==> config.mk <==
export PLATFORM = sky130hd
export DESIGN_NAME = brb_ctrl
export DESIGN_NICKNAME = d
export VERILOG_FILES = /design/src/design/brb_pkg.sv /design/src/design/brb_ctrl.sv
export SDC_FILE = /design/constraint.sdc
export NUM_CORES = 1
export LEC_CHECK = 0
export BUFFER_PORTS_ARGS = -buffer_cell sky130_fd_sc_hd__buf_2
export CAP_MARGIN = 20
export CORE_MARGIN = 3
export CORE_UTILIZATION = 40
export CTS_BUF_LIST = sky130_fd_sc_hd__clkbuf_8
export DETAILED_ROUTE_END_ITERATION = 7
export HOLD_SLACK_MARGIN = 0.06
export PLACE_DENSITY = 0.7
export SYNTH_ARGS = -nofsm -noshare
export SYNTH_HDL_FRONTEND = slang
export SYNTH_SLANG_ARGS = --single-unit
==> constraint.sdc <==
create_clock -name clock -period 2.9 [get_ports clock]
set_input_delay 0 -clock clock [delete_from_list [all_inputs] [get_ports clock]]
set_output_delay 0 -clock clock [all_outputs]
set_load 0.005 [all_outputs]
==> src/design/brb_pkg.sv <==
`timescale 1ns / 1ps

package brb_pkg;

   localparam int DEFAULT_DEPTH = 4096;
   localparam int FIELD_W       = 13;

   typedef enum logic [2:0] {
      OP_OPEN  = 3'd0,
      OP_WRITE = 3'd1,
      OP_POP   = 3'd2,
      OP_PEEK  = 3'd3,
      OP_RAW   = 3'd4
   } op_type;

   typedef enum logic [1:0] {
      ST_OK    = 2'd0,
      ST_RANGE = 2'd1,
      ST_SHORT = 2'd2,
      ST_DROP  = 2'd3
   } status_type;

   // Travels with a transaction from acceptance to its result cycle.
   typedef struct packed {
      logic       valid;
      status_type status;
      logic       rd_en;
   } rsp_info_type;

endpackage

==> src/design/brb_ctrl.sv <==
`timescale 1ns / 1ps

module brb_ctrl import brb_pkg::*; #(
   parameter int DEPTH = DEFAULT_DEPTH,
   parameter int PTR_W = $clog2(DEPTH)
) (
   input  logic               clock,
   input  logic               reset,
   input  logic               accept,
   input  logic [2:0]         operation,
   input  logic [7:0]         data_byte,
   input  logic [FIELD_W-1:0] count,
   input  logic [FIELD_W-1:0] position,
   output logic               mem_we,
   output logic               mem_re,
   output logic [PTR_W-1:0]   mem_addr,
   output logic [7:0]         mem_wdata,
   output rsp_info_type       info,
   output logic [FIELD_W-1:0] fill_count,
   output logic [FIELD_W-1:0] free_count
);

   localparam int CNT_W = $clog2(DEPTH + 1);
   localparam int CMP_W = (CNT_W > FIELD_W) ? CNT_W : FIELD_W;
   localparam int SUM_W = CNT_W + 1;

   logic [PTR_W-1:0] head_ff, head_in;
   logic [PTR_W-1:0] tail_ff, tail_in;
   logic [CNT_W-1:0] held_ff, held_in;
   logic [CNT_W-1:0] free_ff, free_in;
   logic [CNT_W-1:0] pend_ff, pend_in;
   rsp_info_type     info_ff, info_in;

   logic [CMP_W-1:0] cnt_ext;
   logic [CMP_W-1:0] pos_ext;
   logic [CNT_W-1:0] cnt_n;
   logic [PTR_W-1:0] pos_n;
   logic [SUM_W-1:0] head_sum;
   logic [SUM_W-1:0] peek_sum;
   logic [PTR_W-1:0] head_adv;
   logic [PTR_W-1:0] peek_addr;
   logic [PTR_W-1:0] tail_adv;
   status_type       status_v;
   logic             rd_en_v;

   assign cnt_ext = CMP_W'(count);
   assign pos_ext = CMP_W'(position);
   // Both are only used once they are known to be in range.
   assign cnt_n   = cnt_ext[CNT_W-1:0];
   assign pos_n   = pos_ext[PTR_W-1:0];

   // Ring additions: both operands stay below twice the depth, so one
   // compare and subtract wraps them.
   assign head_sum  = SUM_W'(head_ff) + SUM_W'(cnt_n);
   assign peek_sum  = SUM_W'(head_ff) + SUM_W'(pos_n);
   assign head_adv  = (head_sum >= SUM_W'(DEPTH)) ?
                      PTR_W'(head_sum - SUM_W'(DEPTH)) : PTR_W'(head_sum);
   assign peek_addr = (peek_sum >= SUM_W'(DEPTH)) ?
                      PTR_W'(peek_sum - SUM_W'(DEPTH)) : PTR_W'(peek_sum);
   assign tail_adv  = (tail_ff == PTR_W'(DEPTH - 1)) ? '0 : tail_ff + 1'b1;

   always_comb begin
      head_in   = head_ff;
      tail_in   = tail_ff;
      held_in   = held_ff;
      free_in   = free_ff;
      pend_in   = pend_ff;
      status_v  = ST_OK;
      rd_en_v   = 1'b0;
      mem_we    = 1'b0;
      mem_re    = 1'b0;
      mem_addr  = tail_ff;
      mem_wdata = data_byte;
      if (accept) begin
         unique case (op_type'(operation))
            OP_OPEN: begin
               if (cnt_ext > CMP_W'(DEPTH)) begin
                  status_v = ST_RANGE;
               end else if (cnt_ext > CMP_W'(free_ff)) begin
                  status_v = ST_SHORT;
               end else begin
                  free_in = free_ff - cnt_n;
                  pend_in = pend_ff + cnt_n;
               end
            end
            OP_WRITE: begin
               if (pend_ff == '0) begin
                  status_v = ST_DROP;
               end else begin
                  mem_we  = 1'b1;
                  tail_in = tail_adv;
                  pend_in = pend_ff - 1'b1;
                  held_in = held_ff + 1'b1;
               end
            end
            OP_POP: begin
               if (cnt_ext > CMP_W'(DEPTH)) begin
                  status_v = ST_RANGE;
               end else if (cnt_ext > CMP_W'(held_ff)) begin
                  status_v = ST_SHORT;
               end else begin
                  head_in = head_adv;
                  held_in = held_ff - cnt_n;
                  free_in = free_ff + cnt_n;
               end
            end
            OP_PEEK: begin
               if (pos_ext >= CMP_W'(DEPTH)) begin
                  status_v = ST_RANGE;
               end else if (pos_ext >= CMP_W'(held_ff)) begin
                  status_v = ST_SHORT;
               end else begin
                  mem_re   = 1'b1;
                  mem_addr = peek_addr;
                  rd_en_v  = 1'b1;
               end
            end
            OP_RAW: begin
               if (pos_ext >= CMP_W'(DEPTH)) begin
                  status_v = ST_RANGE;
               end else begin
                  mem_re   = 1'b1;
                  mem_addr = pos_n;
                  rd_en_v  = 1'b1;
               end
            end
            default: begin
            end
         endcase
      end
      info_in = '{valid: accept, status: status_v, rd_en: rd_en_v};
   end

   always_ff @(posedge clock) begin
      if (reset) begin
         head_ff <= '0;
         tail_ff <= '0;
         held_ff <= '0;
         free_ff <= CNT_W'(DEPTH);
         pend_ff <= '0;
         info_ff <= '{valid: 1'b0, status: ST_OK, rd_en: 1'b0};
      end else begin
         head_ff <= head_in;
         tail_ff <= tail_in;
         held_ff <= held_in;
         free_ff <= free_in;
         pend_ff <= pend_in;
         info_ff <= info_in;
      end
   end

   assign info       = info_ff;
   assign fill_count = FIELD_W'(held_ff);
   assign free_count = FIELD_W'(free_ff);

   // Every byte of the ring is held, free or reserved, never two of these.
   a_conserved: assert property (@(posedge clock) disable iff (reset)
      (SUM_W + 1)'(held_ff) + (SUM_W + 1)'(free_ff) + (SUM_W + 1)'(pend_ff)
         == (SUM_W + 1)'(DEPTH))
      else $error("held, free and reserved counts do not add up to the depth");

   a_one_access: assert property (@(posedge clock) disable iff (reset)
      !(mem_we && mem_re))
      else $error("memory written and read in the same cycle");

   a_result_follows: assert property (@(posedge clock) disable iff (reset)
      accept |=> info_ff.valid)
      else $error("accepted transaction produced no result");

   a_read_ok: assert property (@(posedge clock) disable iff (reset)
      info_ff.rd_en |-> info_ff.valid && info_ff.status == ST_OK)
      else $error("read data selected for a failed or missing transaction");

   a_tail_moves: assert property (@(posedge clock) disable iff (reset)
      mem_we |=> held_ff == $past(held_ff) + 1'b1)
      else $error("stored byte not counted as held");

endmodule

-- Word-level counts from Yosys, hierarchy flattened
Cells that the tools add are included.
- bits in latches: 0
- logic and storage cells: 89
- bits in registers: 67
- memory bits (writable): 0
- bits in read-only memories: 0
- memories: 0
- output and inout port bits: 52
- multipliers: 0
- muxes and demuxes: 38
- add/subtract/negate cells: 11
- eq/ne operators: 10
- div/mod/pow operators: 0
- shift operators: 0
- bitwise gates (word level): 4
- magnitude comparators: 7
- reductions and logical operators: 11
- operator list (cell ; number):
    2-to-1 mux 13 bit ; 10
    2-to-1 mux 12 bit ; 7
    case mux 13 bit (2 select lines) ; 3
    adder 13 bit ; 2
    greater-or-equal comparator 13 bit, second input constant ; 2
    > comparator 13 bit ; 2
    subtractor 13 bit ; 2
    case mux 12 bit (2 select lines) ; 1
    subtractor 12 x 1 -> 12 bit, second input constant ; 2
    adder 12 x 13 -> 14 bit ; 1
    greater-or-equal comparator 14 x 13 -> 1 bit, second input constant ; 1
    2-to-1 mux 2 bit ; 7
    adder 12 x 12 -> 13 bit ; 1
    adder 13 x 1 -> 13 bit, second input constant ; 1
    greater-or-equal comparator 13 bit ; 1
    > comparator 13 bit, second input constant ; 1
    zero test 13 bit ; 1
    subtractor 13 x 1 -> 13 bit, second input constant ; 1
    adder 12 x 1 -> 12 bit, second input constant ; 1
    equality test 12 bit, second input constant ; 1
    inequality test 2 bit, second input constant ; 5
    case mux 2 bit (5 select lines) ; 1
    AND reduction 5 bit ; 2
    2-to-1 mux 1 bit ; 8
    11 further kinds ; 17

-- Depth between registers and ports, before layout
Gate-level depths: netlist of the first run.
- depth in word-level cells: 7
- depth in mapped cells: 15
- gate-level depth less buffers: 14

-- Least setup slack after synthesis of the first run
Ideal clock, no wire load.
- kind: input to register
- start point: in operation[0]
- end point: reg pend_ff[12]
- path buffers: 2
- stages on the path: 15
- library setup time: 0.116 ns
- data required time: 2.784 ns
- arrival time: 2.741 ns
- path slack: 0.042 ns
- cells stage by stage: clkbuf_1 -> inv_1 -> or3_1 -> clkbuf_1 -> nand2_1 -> ha_1 -> fa_1 -> nor2b_1 -> o31ai_1 -> nor4b_1 -> o31a_1 -> o21ai_0 -> xnor2_1 -> a21oi_1 -> a31o_2
- word-level cells in the longest chain between the ends: 3
- RTL lines (item ; RTL line ; text):
    from (decl) ; brb_ctrl.sv:10 ; input logic [2:0] operation,
    equality test 3 x 1 -> 1 bit / zero test 3 bit (equally long branches) ; brb_ctrl.sv:75 ; unique case (op_type'(operation))
    inequality test 2 bit (no source line) / nonzero test 2 bit (equally long branches) ; -- ;
    AND reduction 5 bit (no source line) ; -- ;
    to (signal assigned) ; brb_ctrl.sv:147 ; pend_ff <= pend_in;
    to (decl) ; brb_ctrl.sv:31 ; logic [CNT_W-1:0] pend_ff, pend_in;
Several ways; a longest one is shown, not always the timed one.
A chain may end at the register's enable or synchronous reset.

-- Worst setup path in the final report of the first run
- start point: reg head_ff[0]
- end point: out mem_addr[10]
- word-level cells in the longest chain between the ends: 7
- RTL lines (item ; RTL line ; text):
    from (decl) ; brb_ctrl.sv:27 ; logic [PTR_W-1:0] head_ff, head_in;
    from (signal assigned) ; brb_ctrl.sv:143 ; head_ff <= head_in;
    adder 12 x 12 -> 13 bit (*) ; brb_ctrl.sv:55 ; assign peek_sum = SUM_W'(head_ff) + SUM_W'(pos_n);
    subtractor 12 x 1 -> 12 bit / greater-or-equal comparator 13 bit (equally long branches) ; brb_ctrl.sv:59, brb_ctrl.sv:58 ;
    2-to-1 mux 12 bit (*) ; brb_ctrl.sv:58 ; assign peek_addr = (peek_sum >= SUM_W'(DEPTH)) ?
    2-to-1 mux 12 bit (*) ; brb_ctrl.sv:110 ; end else if (pos_ext >= CMP_W'(held_ff)) begin
    2-to-1 mux 12 bit (*) ; brb_ctrl.sv:108 ; if (pos_ext >= CMP_W'(DEPTH)) begin
    case mux 12 bit (2 select lines) (*) ; brb_ctrl.sv:75 ;
    2-to-1 mux 12 bit (*) ; brb_ctrl.sv:74 ; if (accept) begin
    to (decl) ; brb_ctrl.sv:16 ; output logic [PTR_W-1:0] mem_addr,
Every way passes the cells marked *; elsewhere a longest branch is shown, timed or not.

==> impl_metrics.toml, run 1 <==
[outcome]
status = "finished clean"

[synthesis]
synth_flop_cell = "dfxtp_1"
synth_edf_count = 0
avgSynthCellArea_um2 = 7.622
ys_ff_latch = 67
yosys.area.top_type = "dfxtp_1"
yosys.area.top_type_share_pct = 19.49
synthCells = 903
synthesis.nets = 1037
synth_common_cells = "90 x nor2_1, 88 x ha_1, 78 x nand2_1, 72 x a21oi_1, 67 x dfxtp_1"
async_flop_share_pct = 0
ys_seq_area_share_pct = 19.49
synth.distinct_cells = 65
ys_warn_count = 0
syn_area_um2 = 6883
synth_most_common_cell = "nor2_1"
ys_top_cells_by_area = "dfxtp_1 19%, ha_1 16%, a21oi_1 5.2%"

[worst_hold_path]
worstHoldStart = "reset"
hold_depth = 2
hold_end = "tail_ff[6]"
min_path_type = "input port to flip-flop"

[routing]
drcViolationCount = 0
drt_iter0_markers = 421
dr.pass1.iters = 5
postRouteWirelength_mm = 21.01
ant_nets = 0
vias = 7051
wire_per_inst_um = 17.01
viasPerCell = 5.709

[final_layout]
nets = 1144
fin_cells = 1235
diodes = 0
area_growth_pct = 18.71
fillers = 1687
postLayoutCellArea_um2 = 8170
final_util_pct = 48.92
drive_gt1_share_pct = 19.11

[global_route]
globalRoute.totalOverflow = 0
grt_pass1_wl_mm = 32.55
grt_pass1_vias = 6388
antenna_found_initial = 0
track_usage_pct = 21.77
grt_max_degree = 34

[placed_design]
io_buffers = 75
detailed_place_hpwl_mm = 16.03
pre_cts_ws_ps = -48.58
dpl_cell_area_um2 = 7669
dpl.cell_count = 1201
routabilityCongestion = 0.9299

[critical_path]
slowest_delay_ps = 390
critPathBufInv = 1
r2r_end = "fill_count[12]"
path_common_cell = "a21oi_2"
endpoint_kind = "output port"
start_kind = "flip-flop"
criticalPathCategory = "flip-flop to output port"
crit_path_top_delay_cell = "a2111o_1"
r2r_cells = 12
required_ps = 2900
critPathTopFamily = "compound AO/OA/AOI/OAI gates"
worstPathCellList = "ha_4 -> fa_2 -> a21o_1 -> a21oi_2 -> o21bai_1 -> a2111o_1 -> a31o_2 -> a21oi_2 -> xor2_1 -> o21ai_1 -> buf_2"
r2r_start = "fill_count[0]"
r2r_setup_slack_ps = 200
cp.arrival_ps = 2840
cp_max_fo = 3

[timing]
period_share_pct = 97.76
max_freq_mhz = 352.7
finalSetupTns_ps = 0
finalMaxSlewViolations = 0
worst_slack_ps = 64.83
fin_skew_ps = 11.89
slew_headroom_pct = 52.50
hold_viol = 0
whs_ps = 109.0
tightest_slew_ps = 705.0
rsz0062_at_grt = "true"
finalSetupViolations = 0
fin_crit_ps = 2835

[floorplan]
core-area_um2 = 16700
die_w_um = 137.2
ioPinCount = 92
dieArea_um2 = 18820
rows = 47
start_util_pct = 41.21
chipHeight_um = 137.2

[clocking]
cts_tree = "done"
htree_levels = 3
cts_sinks = 67
clk_latency_ps = 380
cts_buffers = 9
cts_root_buffer = "clkbuf_8"
path_clk_slew_ps = 90
clk_path_buf_depth = 2

[power_and_ir_drop]
p_int_mw = 1.511
p_total_mw = 2.328
powerDensity_nw_per_um2 = 284.9
power_frac_comb_pct = 27.2
power_switching_share_pct = 35.08
p_leak_nw = 3.498
power_frac_clock_pct = 32.2
pwr-share-seq_pct = 40.6
ir_drop_uv = 206.6
power_switching_uw = 816.7

[run]
max-cap-violations = 0
## worst reg2reg max path, stage by stage (launching register included)
cell	delay, ps
dfxtp_1	320
inv_1	90
ha_1	190
inv_1	60
fa_1	430
a211o_1	280
o211ai_1	150
a22oi_2	120
a211o_1	330
o31ai_2	220
xnor2_1	150
a21oi_1	80
o31ai_1	220
## metal layers
metal / track usage (%) / wire length, um / up-vias / share of wire [%]
met5: 0 / 0 / - / 0
met4: 7.317 / 518 / 0 / 2.5
met3: 4.273 / 1387 / 40 / 6.6
met2: 34.52 / 9689 / 204 / 46
met1: 29.63 / 9414 / 3309 / 45
li1: - / - / 3498 / -
## repair_timing
| item | in CTS | in global routing |
|---|---|---|
| hold buffers | 9 | 0 |
| resized for setup | 14 | 31 |
| buffers inserted | 2 | 4 |
| pin swaps | 3 | 10 |
| cloned | 0 | 2 |
| setup endpoints to repair | 13 | 26 |
| endpoints found under the hold margin | 9 | 0 |
## registers in the layout (all words and copies together) (netlist names)
signal,cells
head_ff,12
tail_ff,12
info,4
fill_count,13
pend_ff,13
free_count,13
## area by class of cell
cell class	instances	area (um2)	area share (%)
multi-input cells	734	5270	64.50
flip-flops and latches	67	1355	16.58
well taps	220	275.3	3.369
clock buffers	9	123.9	1.516
repair buffers	137	863.3	10.57
clock inverters	7	53.80	0.6585
inverters	61	229.0	2.802
## layout by cell type, fill, tap and decap left out, drive strengths merged, types with 4 or more instances in the layout
| master | instances |
|---|---|
| nor2 | 92 |
| a221o | 9 |
| nand2b | 7 |
| dlygate4sd3 | 9 |
| nor3 | 34 |
| o22ai | 6 |
| o2111ai | 4 |
| a211oi | 27 |
| o211ai | 5 |
| nand2 | 78 |
| a211o | 8 |
| clkinv | 4 |
| o41ai | 4 |
| a22oi | 5 |
| and3 | 10 |
| o21ai | 53 |
| a21oi | 72 |
| o31ai | 10 |
| nor4 | 12 |
| inv | 61 |
| o21bai | 6 |
| xnor2 | 41 |
| ha | 88 |
| fa | 6 |
| buf | 128 |
| nand4 | 6 |
| o21a | 9 |
| xor2 | 22 |
| mux2i | 18 |
| or3 | 10 |
| dfxtp | 67 |
| nor2b | 14 |
| a21o | 11 |
| a31oi | 11 |
| nand3 | 21 |
| clkbuf | 9 |
## cell families (layout without fill, tap and decap cells)
group / after synthesis / in the layout / synth area share (%)
adder cells (fa/ha/maj): 94 / 94 / 17.74
flip-flops: 67 / 67 / 19.49
multiplexers: 18 / 18 / 2.618
AO/OA/AOI/OAI: 259 / 260 / 24.94
buffers and inverters: 104 / 214 / 6.453
AND/OR/NAND/NOR: 298 / 299 / 20.74
XOR/XNOR: 63 / 63 / 8.017
## power by group through the flow
stage	Combinational, mW	Clock (mW)	Sequential (mW)
3_3_place_gp	0.587	0	0.967
5_1_grt	0.700	0.797	0.946
4_1_cts	0.614	0.764	0.946
2_1_floorplan	0.407	0	0.966
6_report	0.634	0.749	0.944
3_5_place_dp	0.594	0	0.967
## worst max-delay path by stage
| stage | start | to | slack, ps | depth (start not counted) |
|---|---|---|---|---|
| 2_1_floorplan | operation[0] | pend_ff[12] | 40 | 15 |
| 3_3_place_gp | count[1] | pend_ff[12] | -10 | 15 |
| 3_5_place_dp | count[1] | pend_ff[12] | -50 | 15 |
| 4_1_cts | fill_count[5] | mem_addr[3] | 8 | 12 |
| 5_1_grt | head_ff[0] | mem_addr[10] | -50 | 11 |
| 6_report | head_ff[0] | mem_addr[10] | 60 | 11 |
Power figures use the tool's default switching activity.
==> inputs of run 2 (changes only) <==
--- a/config.mk
+++ b/config.mk
@@ -7,6 +7,7 @@
 export LEC_CHECK = 0
 export BUFFER_PORTS_ARGS = -buffer_cell sky130_fd_sc_hd__buf_2
 export CAP_MARGIN = 20
+export CORE_ASPECT_RATIO = 1.2
 export CORE_MARGIN = 3
 export CORE_UTILIZATION = 40
 export CTS_BUF_LIST = sky130_fd_sc_hd__clkbuf_8
==> impl_metrics.toml, run 2 (synthesis results as in run 1) <==
[floorplan]
rows = 51
chipHeight_um = 149.7
dieArea_um2 = 18820
ioPinCount = 92
core-area_um2 = 16530
start_util_pct = 41.65
die_w_um = 125.7

[critical_path]
required_ps = 2900
cp_max_fo = 3
cp.arrival_ps = 2890
start_kind = "flip-flop"
endpoint_kind = "output port"
criticalPathCategory = "flip-flop to output port"

[power_and_ir_drop]
p_leak_nw = 3.511
p_total_mw = 2.330
ir_drop_uv = 145.4
powerDensity_nw_per_um2 = 284.0

[final_layout]
diodes = 0
fin_cells = 1226
layout_commonest_cell = "nor2_1"
final_cell_mix = "87 x nor2_1, 83 x ha_1, 78 x nand2_1, 75 x buf_2, 69 x a21oi_1"
drive_gt1_share_pct = 19.33
area_growth_pct = 19.18
nets = 1143

[routing]
drt_iter0_markers = 494
drcViolationCount = 0
vias = 7071
ant_nets = 0
postRouteWirelength_mm = 20.92
dr.pass1.iters = 5
wire_per_inst_um = 17.06
viasPerCell = 5.768

[global_route]
antenna_found_initial = 0
grt_pass1_vias = 6579
grt_max_degree = 36
grt_pass1_wl_mm = 32.91
track_usage_pct = 21.49
globalRoute.totalOverflow = 0

[timing]
finalMaxSlewViolations = 0
tightest_slew_ps = 844.6
fin_skew_ps = 10.45
hold_viol = 0
rsz0062_at_grt = "true"
slew_headroom_pct = 43.48
fin_crit_ps = 2894
period_share_pct = 99.80
max_freq_mhz = 345.5
finalSetupViolations = 0
whs_ps = 137.3

[clocking]
path_clk_slew_ps = 80
clk_path_buf_depth = 2
cts_sinks = 67
clk_latency_ps = 380
cts_buffers = 9
cts_tree = "done"
htree_levels = 3
cts_root_buffer = "clkbuf_8"

[placed_design]
detailed_place_hpwl_mm = 16.02
routabilityCongestion = 0.9182
dpl.cell_count = 1194
io_buffers = 75

[worst_hold_path]
min_path_type = "input port to flip-flop"

[run]
max-cap-violations = 0

[outcome]
status = "finished clean"
==> run 2: changes by cell type in the layout (fill, tap and decap cells not counted), moves of 3 or more <==
cell / previous run / this run
buf_4: 53 / 48
buf_12: 0 / 3
dfxtp_1: 60 / 57
ha_1: 86 / 83
ha_2: 0 / 3
==> run 2: layout make-up <==
class / instances / area (um2)
inverters: 61 / 231.5
repair buffers: 136 / 895.9
flip-flops and latches: 67 / 1364
multi-input cells: 734 / 5266
fillers: 1628 / 8324
clock inverters: 5 / 28.78
clock buffers: 11 / 151.4
well taps: 212 / 265.3
==> run 2: critical path, stage by stage, from the launching register on <==
cell and delay (ps):
dfxtp_4 370, ha_4 170, fa_2 340, a21o_1 180
a21oi_2 160, o21bai_1 110, a2111o_1 400, a31o_2 250
a21oi_2 150, xor2_1 170, o21ai_1 90, buf_2 130
==> run 2: layer usage <==
layer / wire length, um / part of all wire [%] / vias up / track usage [%]
met5: 0 / 0 / - / 0
met2: 9805 / 47 / 222 / 35.39
met1: 9253 / 44 / 3295 / 27.76
li1: - / - / 3502 / -
met3: 1106 / 5.3 / 52 / 3.106
met4: 756 / 3.6 / 0 / 10.19
==> run 2: path summary, 6_finish.rpt <==
check | from | end | slack, ps | depth (start not counted)
min reg2reg | free_count[7] | free_count[7] | 500 | 2
max reg2reg | fill_count[0] | fill_count[12] | 140 | 12
max | head_ff[0] | mem_addr[10] | 6 | 11
min | position[12] | info[2] | 140 | 4
==> run 2: power by group <==
part,switching [mW],internal (mW)
clock,0.399,0.351
sequential,0.0127,0.930
combinational,0.367,0.270
==> run 2: metrics by stage <==
| step | setup WS, ps | TNS (ps) | util [%] | area [um2] |
|---|---|---|---|---|
| floorplan | 42.37 | 0 | - | 6883 |
| global placement | 41.13 | 0 | 46.61 | 7704 |
| detailed placement | -59.50 | -83.81 | 46.61 | 7704 |
| CTS | 0.2549 | 0 | 48.73 | 8054 |
| global route | -111.7 | -228.9 | 49.63 | 8203 |
| finish | 5.686 | 0 | 49.63 | 8203 |
==> run 2: what timing repair did <==
item / CTS / global route
gates cloned: 0 / 2
endpoints found under the hold margin: 10 / 0
buffers inserted: 2 / 2
hold buffers: 10 / 0
endpoints found under the setup margin: 13 / 35
resized for setup: 13 / 40
pin swaps: 4 / 8
